==> config.mk <==
export PLATFORM = sky130hd
export DESIGN_NAME = flv_tag_deframer
export DESIGN_NICKNAME = d
export VERILOG_FILES = /design/src/rtl/flvtd_pkg.sv /design/src/rtl/flv_tag_deframer.sv
export SDC_FILE = /design/constraint.sdc
export NUM_CORES = 1
export LEC_CHECK = 0
export BUFFER_PORTS_ARGS = -buffer_cell sky130_fd_sc_hd__buf_2
export CORE_MARGIN = 4
export CORE_UTILIZATION = 45
export CTS_CLUSTER_DIAMETER = 100
export DETAILED_ROUTE_END_ITERATION = 7
export PLACE_DENSITY = 0.62
export SLEW_MARGIN = 20
export SYNTH_ARGS = -nofsm -noshare
export SYNTH_HDL_FRONTEND = slang
export SYNTH_SLANG_ARGS = --single-unit
==> constraint.sdc <==
create_clock -name clk_i -period 7.8 [get_ports clk_i]
set_input_delay 1.56 -clock clk_i [delete_from_list [all_inputs] [get_ports clk_i]]
set_output_delay 1.56 -clock clk_i [all_outputs]
set_load 0.01 [all_outputs]
==> src/rtl/flvtd_pkg.sv <==
// ----------------------------------------------------------------------------
// flvtd_pkg
// Types and constants shared by the FLV tag deframer: item structs, result
// kinds, error codes, register indexes and frame lengths.
// ----------------------------------------------------------------------------
`default_nettype none

package flvtd_pkg;

  // Frame lengths in bytes
  localparam int unsigned FILE_HDR_LEN = 13;
  localparam int unsigned TAG_HDR_LEN  = 11;
  localparam int unsigned TRAILER_LEN  = 4;

  // File signature letters
  localparam logic [7:0] SIG_F = 8'h46;
  localparam logic [7:0] SIG_L = 8'h4C;
  localparam logic [7:0] SIG_V = 8'h56;

  // Tag types that are accepted
  localparam logic [7:0] TAG_AUDIO  = 8'd8;
  localparam logic [7:0] TAG_VIDEO  = 8'd9;
  localparam logic [7:0] TAG_SCRIPT = 8'd18;

  // Configuration register indexes
  localparam logic REG_MAX_TAG_SIZE    = 1'b0;
  localparam logic REG_FLUSH_THRESHOLD = 1'b1;

  // Configuration reset values
  localparam logic [23:0] MAX_TAG_SIZE_RST    = 24'hFF_FFFF;
  localparam logic [23:0] FLUSH_THRESHOLD_RST = 24'd1181;

  // Error codes
  localparam logic ERR_BAD_HEADER = 1'b0;
  localparam logic ERR_OVERSIZE   = 1'b1;

  // Result queue geometry
  localparam int unsigned FIFO_DEPTH = 4;
  localparam int unsigned FIFO_AW    = 2;

  // Result kinds
  typedef enum logic [1:0] {
    KIND_PAYLOAD = 2'd0,
    KIND_END     = 2'd1,
    KIND_FLUSH   = 2'd2,
    KIND_ERROR   = 2'd3
  } kind_e;

  // Parser phase, one-hot
  typedef enum logic [3:0] {
    PH_FILE  = 4'b0001,
    PH_TAG   = 4'b0010,
    PH_BODY  = 4'b0100,
    PH_TRAIL = 4'b1000
  } phase_e;

  // Input word
  typedef struct packed {
    logic [7:0] data_byte;
    logic       chunk_last;
  } in_item_t;

  // Result word
  typedef struct packed {
    kind_e       kind;
    logic [7:0]  payload_byte;
    logic [7:0]  tag_type;
    logic [31:0] timestamp;
    logic        tag_accepted;
    logic        size_mismatch;
    logic        error_code;
    logic        last;
  } out_item_t;

endpackage

`default_nettype wire

==> src/rtl/flv_tag_deframer.sv <==
// ----------------------------------------------------------------------------
// flv_tag_deframer
// Parses an FLV byte stream: checks the file header, splits tag headers,
// passes payload bytes out with tag type and time, reports tag ends, errors
// and chunk-end flush requests.
// ----------------------------------------------------------------------------
//
//  Channel | Handshake                      | Word
//  --------+--------------------------------+---------------------------------
//  in      | in_valid_i / in_ready_o        | in_data_i  (data_byte, chunk_last)
//  out     | out_valid_o / out_ready_i      | out_data_o (kind ... last)
//  cfg     | cfg_we_i, cfg_idx_i            | cfg_data_i (24 bit, write only)
//
//  One input word per clock while in_ready_o is high. The parser updates
//  its state in the cycle the word is accepted and pushes zero, one or two
//  results into a 4-entry result queue, which presents them at out_valid_o
//  in order. The queue drains one result per cycle while out_ready_i is
//  high, so a word that gives a result plus a flush fills two queue slots;
//  in_ready_o drops while fewer than two queue slots are free. Reset clears
//  the parser and the queue and restores the register defaults.
//
`default_nettype none

module flv_tag_deframer (
  input  wire logic                 clk_i,
  input  wire logic                 rst_ni,
  input  wire logic                 in_valid_i,
  output logic                      in_ready_o,
  input  wire flvtd_pkg::in_item_t  in_data_i,
  output logic                      out_valid_o,
  input  wire logic                 out_ready_i,
  output flvtd_pkg::out_item_t      out_data_o,
  input  wire logic                 cfg_we_i,
  input  wire logic                 cfg_idx_i,
  input  wire logic [23:0]          cfg_data_i
);

  localparam int unsigned CW = flvtd_pkg::FIFO_AW + 1;

  // Configuration registers
  logic [23:0] max_size_q, flush_thr_q;

  // Parser state
  flvtd_pkg::phase_e phase_q, phase_d;
  logic [3:0]  fc_q, fc_d;
  logic [7:0]  type_q, type_d;
  logic [23:0] rem_q, rem_d;
  logic [23:0] plen_q, plen_d;
  logic [31:0] time_q, time_d;
  logic [31:0] tv_q, tv_d;
  logic [31:0] bsf_q, bsf_d;

  // Result queue
  flvtd_pkg::out_item_t        fifo_q [flvtd_pkg::FIFO_DEPTH];
  logic [flvtd_pkg::FIFO_AW-1:0] wr_ptr_q, rd_ptr_q;
  logic [CW-1:0]                 cnt_q;

  logic                 accept, pop;
  logic                 main_vld, flush_vld;
  flvtd_pkg::out_item_t main_res, flush_res, slot0, slot1;
  logic [1:0]           push_n;
  logic                 bad_sig;
  logic [31:0]          tv_new;

  assign accept      = in_valid_i && in_ready_o;
  assign pop         = out_valid_o && out_ready_i;
  assign in_ready_o  = cnt_q <= CW'(flvtd_pkg::FIFO_DEPTH - 2);
  assign out_valid_o = cnt_q != '0;
  assign out_data_o  = fifo_q[rd_ptr_q];

  // Write configuration registers
  always_ff @(posedge clk_i or negedge rst_ni) begin
    if (!rst_ni) begin
      max_size_q  <= flvtd_pkg::MAX_TAG_SIZE_RST;
      flush_thr_q <= flvtd_pkg::FLUSH_THRESHOLD_RST;
    end else if (cfg_we_i) begin
      unique case (cfg_idx_i)
        flvtd_pkg::REG_MAX_TAG_SIZE:    max_size_q  <= cfg_data_i;
        flvtd_pkg::REG_FLUSH_THRESHOLD: flush_thr_q <= cfg_data_i;
        default: ;
      endcase
    end
  end

  // Parse one byte: next state and results
  always_comb begin
    phase_d  = phase_q;
    fc_d     = fc_q;
    type_d   = type_q;
    rem_d    = rem_q;
    plen_d   = plen_q;
    time_d   = time_q;
    tv_d     = tv_q;
    bsf_d    = bsf_q;
    main_vld = 1'b0;
    main_res = '0;
    bad_sig  = 1'b0;
    tv_new   = {tv_q[23:0], in_data_i.data_byte};

    unique case (phase_q)
      flvtd_pkg::PH_FILE: begin
        bad_sig = (fc_q == 4'd0 && in_data_i.data_byte != flvtd_pkg::SIG_F) ||
                  (fc_q == 4'd1 && in_data_i.data_byte != flvtd_pkg::SIG_L) ||
                  (fc_q == 4'd2 && in_data_i.data_byte != flvtd_pkg::SIG_V);
        if (bad_sig) begin
          main_vld            = 1'b1;
          main_res.kind       = flvtd_pkg::KIND_ERROR;
          main_res.tag_type   = type_q;
          main_res.timestamp  = time_q;
          main_res.error_code = flvtd_pkg::ERR_BAD_HEADER;
          fc_d                = '0;
        end else if (fc_q == 4'(flvtd_pkg::FILE_HDR_LEN - 1)) begin
          fc_d    = '0;
          phase_d = flvtd_pkg::PH_TAG;
        end else begin
          fc_d = fc_q + 4'd1;
        end
      end
      flvtd_pkg::PH_TAG: begin
        // capture header fields
        case (fc_q)
          4'd0: type_d = in_data_i.data_byte;
          4'd1: rem_d  = {in_data_i.data_byte, 16'd0};
          4'd2: rem_d  = {rem_q[23:16], in_data_i.data_byte, 8'd0};
          4'd3: rem_d  = {rem_q[23:8], in_data_i.data_byte};
          4'd4: time_d = {8'd0, in_data_i.data_byte, 16'd0};
          4'd5: time_d = {time_q[31:16], in_data_i.data_byte, 8'd0};
          4'd6: time_d = {time_q[31:8], in_data_i.data_byte};
          4'd7: time_d = {in_data_i.data_byte, time_q[23:0]};
          default: ;
        endcase
        if (fc_q == 4'd3 && rem_d > max_size_q) begin
          main_vld            = 1'b1;
          main_res.kind       = flvtd_pkg::KIND_ERROR;
          main_res.tag_type   = type_d;
          main_res.timestamp  = time_d;
          main_res.error_code = flvtd_pkg::ERR_OVERSIZE;
          fc_d                = '0;
        end else if (fc_q == 4'(flvtd_pkg::TAG_HDR_LEN - 1)) begin
          fc_d    = '0;
          plen_d  = rem_q;
          tv_d    = '0;
          phase_d = (rem_q == '0) ? flvtd_pkg::PH_TRAIL : flvtd_pkg::PH_BODY;
        end else begin
          fc_d = fc_q + 4'd1;
        end
      end
      flvtd_pkg::PH_BODY: begin
        main_vld              = 1'b1;
        main_res.kind         = flvtd_pkg::KIND_PAYLOAD;
        main_res.payload_byte = in_data_i.data_byte;
        main_res.tag_type     = type_q;
        main_res.timestamp    = time_q;
        if (bsf_q != '1) begin
          bsf_d = bsf_q + 32'd1;
        end
        if (rem_q != '0) begin
          rem_d = rem_q - 24'd1;
        end
        if (rem_d == '0) begin
          phase_d = flvtd_pkg::PH_TRAIL;
          fc_d    = '0;
          tv_d    = '0;
        end
      end
      flvtd_pkg::PH_TRAIL: begin
        tv_d = tv_new;
        if (fc_q == 4'(flvtd_pkg::TRAILER_LEN - 1)) begin
          main_vld               = 1'b1;
          main_res.kind          = flvtd_pkg::KIND_END;
          main_res.tag_type      = type_q;
          main_res.timestamp     = time_q;
          main_res.tag_accepted  = (type_q == flvtd_pkg::TAG_AUDIO) ||
                                   (type_q == flvtd_pkg::TAG_VIDEO) ||
                                   (type_q == flvtd_pkg::TAG_SCRIPT);
          main_res.size_mismatch =
            tv_new != ({8'd0, plen_q} + 32'(flvtd_pkg::TAG_HDR_LEN));
          fc_d    = '0;
          phase_d = flvtd_pkg::PH_TAG;
        end else begin
          fc_d = fc_q + 4'd1;
        end
      end
      default: ;
    endcase

    // Raise a flush at chunk end once the count reaches the threshold
    flush_vld      = in_data_i.chunk_last && (bsf_d >= {8'd0, flush_thr_q});
    flush_res      = '0;
    flush_res.kind = flvtd_pkg::KIND_FLUSH;
    flush_res.last = 1'b1;
    if (flush_vld) begin
      bsf_d = '0;
    end
    main_res.last = !flush_vld;

    slot0  = main_vld ? main_res : flush_res;
    slot1  = flush_res;
    push_n = {1'b0, main_vld} + {1'b0, flush_vld};
  end

  // Advance parser state on accept
  always_ff @(posedge clk_i or negedge rst_ni) begin
    if (!rst_ni) begin
      phase_q <= flvtd_pkg::PH_FILE;
      fc_q    <= '0;
      type_q  <= '0;
      rem_q   <= '0;
      plen_q  <= '0;
      time_q  <= '0;
      tv_q    <= '0;
      bsf_q   <= '0;
    end else if (accept) begin
      phase_q <= phase_d;
      fc_q    <= fc_d;
      type_q  <= type_d;
      rem_q   <= rem_d;
      plen_q  <= plen_d;
      time_q  <= time_d;
      tv_q    <= tv_d;
      bsf_q   <= bsf_d;
    end
  end

  // Store results in the queue
  always_ff @(posedge clk_i) begin
    if (accept && push_n != 2'd0) begin
      fifo_q[wr_ptr_q] <= slot0;
    end
    if (accept && push_n == 2'd2) begin
      fifo_q[wr_ptr_q + flvtd_pkg::FIFO_AW'(1)] <= slot1;
    end
  end

  // Track queue pointers and fill level
  always_ff @(posedge clk_i or negedge rst_ni) begin
    if (!rst_ni) begin
      wr_ptr_q <= '0;
      rd_ptr_q <= '0;
      cnt_q    <= '0;
    end else begin
      if (accept) begin
        wr_ptr_q <= wr_ptr_q + flvtd_pkg::FIFO_AW'(push_n);
      end
      if (pop) begin
        rd_ptr_q <= rd_ptr_q + flvtd_pkg::FIFO_AW'(1);
      end
      cnt_q <= cnt_q + (accept ? CW'(push_n) : CW'(0)) - (pop ? CW'(1) : CW'(0));
    end
  end

  // Queue level follows pushes and pops
  a_cnt_track: assert property (@(posedge clk_i) disable iff (!rst_ni)
    1'b1 |=> cnt_q == $past(cnt_q) + ($past(accept) ? CW'($past(push_n)) : CW'(0))
                      - ($past(pop) ? CW'(1) : CW'(0)))
    else $error("result queue level out of step");

  // Queue never overfills
  a_cnt_max: assert property (@(posedge clk_i) disable iff (!rst_ni)
    cnt_q <= CW'(flvtd_pkg::FIFO_DEPTH))
    else $error("result queue overflow");

  // Payload phase always has bytes left
  a_body_rem: assert property (@(posedge clk_i) disable iff (!rst_ni)
    phase_q == flvtd_pkg::PH_BODY |-> rem_q != '0)
    else $error("payload phase with zero bytes left");

  // Field counter stays within the current frame
  a_fc_range: assert property (@(posedge clk_i) disable iff (!rst_ni)
    (phase_q == flvtd_pkg::PH_TRAIL |-> fc_q < 4'(flvtd_pkg::TRAILER_LEN)) and
    (phase_q == flvtd_pkg::PH_TAG   |-> fc_q < 4'(flvtd_pkg::TAG_HDR_LEN)) and
    (phase_q == flvtd_pkg::PH_FILE  |-> fc_q < 4'(flvtd_pkg::FILE_HDR_LEN)))
    else $error("field counter out of range");

endmodule

`default_nettype wire
# Yosys cells after proc, flatten, opt, wreduce, memory -nomap -nowiden
# Memory sizes are Yosys's and may differ from the RTL's.
# Cells that the tools add are included.
# word_totals
memories	1
reg_bits	207
mem_bits_rw	216
# memory_table
name	depth	word_bits	rd	rd_ports_with_merged_regs	write_ports	line	source
fifo_q	4	54	1	0	2	flv_tag_deframer.sv:54	flvtd_pkg::out_item_t fifo_q [flvtd_pkg::FIFO_DEPTH];
# op_classes
mux	51
eq_ne	28
n_lt_le_gt_ge	3
reduce_logical	31
n_bitwise	2
n_addsub	10
# ops
cell	count
$pmux 40 s4	1
$mux 24	6
$pmux 24 s3	2
$pmux 32 s4	1
$mux 32	3
$mux 40	2
$mux 54	1
$mux 4	13
$logic_not 24->1	2
$pmux 24 s2	1
$mux 42	1
$add 32x1->32 const B	1
$ge 32x24->1	1
$ne 32x25->1	1
$ne 32x32->1 const B	1
$pmux 4 s4	2
$add 24x4->25 const B	1
$gt 24x24->1	1
$ne 8x7->1 const B	3
$reduce_bool 24->1	1
$sub 24x1->24 const B	1
$eq 4x3->1 const B	5
$eq 8x4->1 const B	2
$mux 8	2
other kinds (30)	70

# Depth between registers and ports, before layout
# logic_depth
word_depth	12
depth_mapped	25
depth_no_buf	23

# Least setup slack after synthesis
# OpenSTA, ideal clock, no wires.
# synth_path
kind	input-to-reg
start	input port in_data_i[8] (netlist name)
end	memory fifo_q[1][35] (netlist name)
arrival_ns	5.579
setup_slack_ns	2.151
t_required_ns	7.729
cell_stages	17
n_path_buf	4
path_cell_list	clkbuf_1 -> a22o_1 -> ha_1 -> nand4_1 -> or4_1 -> nor3_1 -> o31ai_1 -> a21bo_2 -> nand2_1 -> clkbuf_1 -> inv_1 -> ha_1 -> clkbuf_1 -> nor4b_1 -> clkbuf_1 -> nand3_1 -> a21oi_1
# synth_lines
item	line	source
start, declared	flv_tag_deframer.sv:29	input wire flvtd_pkg::in_item_t in_data_i,
end, declared	flv_tag_deframer.sv:54	

==> run metrics <==
outcome complete, no violations; Diodes inserted 0; Max Root-Sink Buffers 3; setup slack of the critical path after layout between 1 and 1.5 ns; worst relative slew slack about a quarter; syn_nets 2490; minimum period implied by the final worst setup slack just under 7 ns; initial antenna violation count 0; cell family with the largest share of critical-path delay compound AO/OA/AOI/OAI gates; slowest cell on the critical path sky130_fd_sc_hd__a41oi_1; via count of the first global-routing pass about 18000; clock sink count 423; source-to-sink clock delay at the later pin of the worst-skew pair a little under 0.6 ns; maximum number of pins on one net before global-route repair between 100 and 150; biggest cell delay along the critical path about 0.81 ns; count of mapped cells out of synthesis between 2000 and 2500; core region area about 48000 sq um; first drt pass iteration count 6; Detail Placement HPWL about 40000 um; aggregate negative setup slack 0 ns; worst path buffer plus inverter count 1; remaining design rule violation count 0; final total power 5310 uW; leading cell types in the layout, fill and taps excluded 271 x sky130_fd_sc_hd__nand2_1, 247 x sky130_fd_sc_hd__a21oi_1, 216 x sky130_fd_sc_hd__dfxtp_1; cts-stage hold buffer count 0; path type of the worst min-delay path flip-flop to flip-flop; data required time at the worst endpoint 8.23 ns; Gates resized, CTS repair 0; Mean Syn Cell Area ~9.1 sq um; H-tree levels 2; # Max-Cap Violations 0; GP Congestion just over 0.9; length in cells of the worst reg-to-reg path 19; Netlist Area Pre-Place ~22000 sq um; most common cell after layout, fill and taps aside sky130_fd_sc_hd__nand2_1; clock transition at the registers of the reported paths 0.06 ns; starting utilization of the core area 45.6%; Register-to-Register Setup Slack between 1 and 1.5 ns; number of hold-slack violations in the final timing report 0; fraction of final layout cells with drive strength greater than 1 15.8%; DR vias between 15000 and 20000; Num CTS Buffers 48; Primary FF master, synth sky130_fd_sc_hd__dfxtp_1; final-report setup violation count 0; chip width roughly 230 um; number of antenna-violating nets in the routed design 0; element type at the critical path start flip-flop; wire length of the first global-routing pass between 100000 and 150000 um; cell count along the critical path 19; Worst Setup Path Type flip-flop to flip-flop; CTS tree done; sequential fraction of the synthesis area a little over two fifths; nature of the critical path endpoint flip-flop; smallest hold slack roughly 0.45 ns; worst hold path depth 2; period utilization between 80% and 90%; buffer type at the clock tree root sky130_fd_sc_hd__clkbuf_16; Distinct cells, synth 86; post-route clock skew between 0.02 and 0.025 ns; minimum setup slack after placement about 1.1 ns; Post-synth EDFFs 0; IO Port Bufs between 90 and 100; Max Fanout on Critical Path 37; VDD IR-drop max approximately 0.00015 V; count of standard-cell rows 80; die area just over 50000 sq um; leakage power total between 0.01 and 0.015 uW; async set or reset register ratio after synthesis roughly half; DIE HEIGHT between 200 and 250 um; # IOs 95; power density relative to cell area between 200 and 250 nW/um^2; count of state elements after synthesis 423; sum of routed wire length over all layers 63600 um; Least-Margin Pin Slew approximately 1.1 ns; Iter 0 DRT Violations 1466; final number of max-transition violations 0; wire length per cell approximately 21 um; nets@finish 2479; post-CTS repair timing setup buffer count 0; Synth-to-Final Area Change 11.8%; crit path DAT 7.18 ns; critical path, cell by cell or4b_4 -> a41oi_1 -> and3_1 -> nand3_1 -> xnor2_1 -> ha_1 -> a21oi_1 -> o21ai_0 -> a2111oi_0 -> a21oi_1 -> o41a_1 -> o41ai_4 -> ha_1 -> nor2_1 -> nand3_2 -> buf_4 -> nor2_1 -> a21oi_1 -> nor2_1; number of warnings issued by yosys 0; unrepaired setup endpoints after global routing false; vias per cell 6.02; GRT Overall Usage around a quarter; Max Fclk approximately 150 MHz; grt total ovfl 0
[logic make-up after synthesis]
family          share of synthesized area [%]
xor+xnor                                 3.50
fa+ha+maj                                3.70
compound gates                           17.2
buf+inv                                  4.61
mux                                      8.53
simple gates                             18.6
flops                                    43.9
[metrics by stage]
stage / std cells / utilization, % / instance area (sq um)
after global routing: 3031 / 50.9 / 24300
final: 3031 / 50.9 / 24300
after CTS: 3031 / 50.9 / 24300
after detailed placement: 2942 / 47.2 / 22600
after floorplan: 2388 / - / 21800
after global placement: 2942 / 47.2 / 22600
[per-layer routing]
metal,track usage (%),vias to the layer above,part of all wire [%]
met1,33.2,8987,45
met3,3.18,107,5.5
met2,39.9,580,47
met4,5.63,0,2.1
li1,-,8571,-
met5,0,-,0
[final cells by class]
type	count	area, sq um
clock buffers	71	1470
fillers	4431	23400
clock inverters	18	294
repair buffers	123	701
inverters	69	259
well taps	615	769
multi-input cells	1712	11300
flip-flops and latches	423	9550
[cell usage after synthesis (all sizes together) (5+ instances only)]
master     n  area share, %
nand2    273            4.7
a21o       6           0.21
and4      11           0.44
nor2b     12           0.34
nor2     198            3.4
o21a      10           0.34
xor2      38            1.5
xnor2     49            2.0
mux4      54            5.6
o31ai      9           0.31
nand3    167            3.8
and3      15           0.43
a22oi     13           0.45
clkbuf   157            2.7
a31oi      8           0.23
or3       14           0.43
nand2b     8           0.23
dfstp     31            3.7
dfrtp    176             20
nor3b      5           0.17
o211ai    14           0.51
nor4b      6           0.24
and2      16           0.46
inv       69            1.2
o22ai     12           0.34
mux2      56            2.9
nand4     30           0.86
o22a       7           0.28
buf       27           0.71
nor3      44            1.0
nor4      21           0.63
a22o      85            3.4
nand3b     6           0.21
ha        62            3.6
o21ai    131            3.0
a211o      5           0.20
a21oi    247            5.7
or4       12           0.43
dfxtp    216             20
a2111oi    5           0.29
[worst min-delay path: cells and delay by family (launching register included)]
| family | cells | cell delay, ns |
|---|---|---|
| AOI/OAI and AO/OA | 1 | 0.05 |
| DFF | 1 | 0.31 |
| and+or+nand+nor | 1 | 0.05 |
[flip-flops by register name (all words and copies together) (netlist names)]
signal / count
phase_q: 4
max_size_q: 24
type_q: 8
fc_q: 4
wr_ptr_q: 2
fifo_q: 216
time_q: 32
cnt_q: 3
flush_thr_q: 24
bsf_q: 32
plen_q: 24
rd_ptr_q: 2
tv_q: 24
rem_q: 24
[final timing paths]
check / startpoint / endpoint
max reg2reg: phase_q[1]$_DFFE_PN0P_ / fifo_q[2][46]$_SDFFE_PP0P_
min: fifo_q[3][26]$_SDFFE_PP0P_ / fifo_q[3][26]$_SDFFE_PP0P_
max in group asynchronous: rst_ni / type_q[5]$_DFFE_PN0P_
min reg2reg: fifo_q[3][26]$_SDFFE_PP0P_ / fifo_q[3][26]$_SDFFE_PP0P_
min in group asynchronous: rst_ni / flush_thr_q[13]$_DFFE_PN0P_
max: phase_q[1]$_DFFE_PN0P_ / fifo_q[2][46]$_SDFFE_PP0P_
[report_power, final]
group	internal (uW)	leakage (uW)	switching, uW
Sequential	2250	0.00445	53.6
Clock	1510	0.000865	947
Combinational	213	0.00482	339
Total	3970	0.0101	1340
Power figures use the tool's default switching activity.
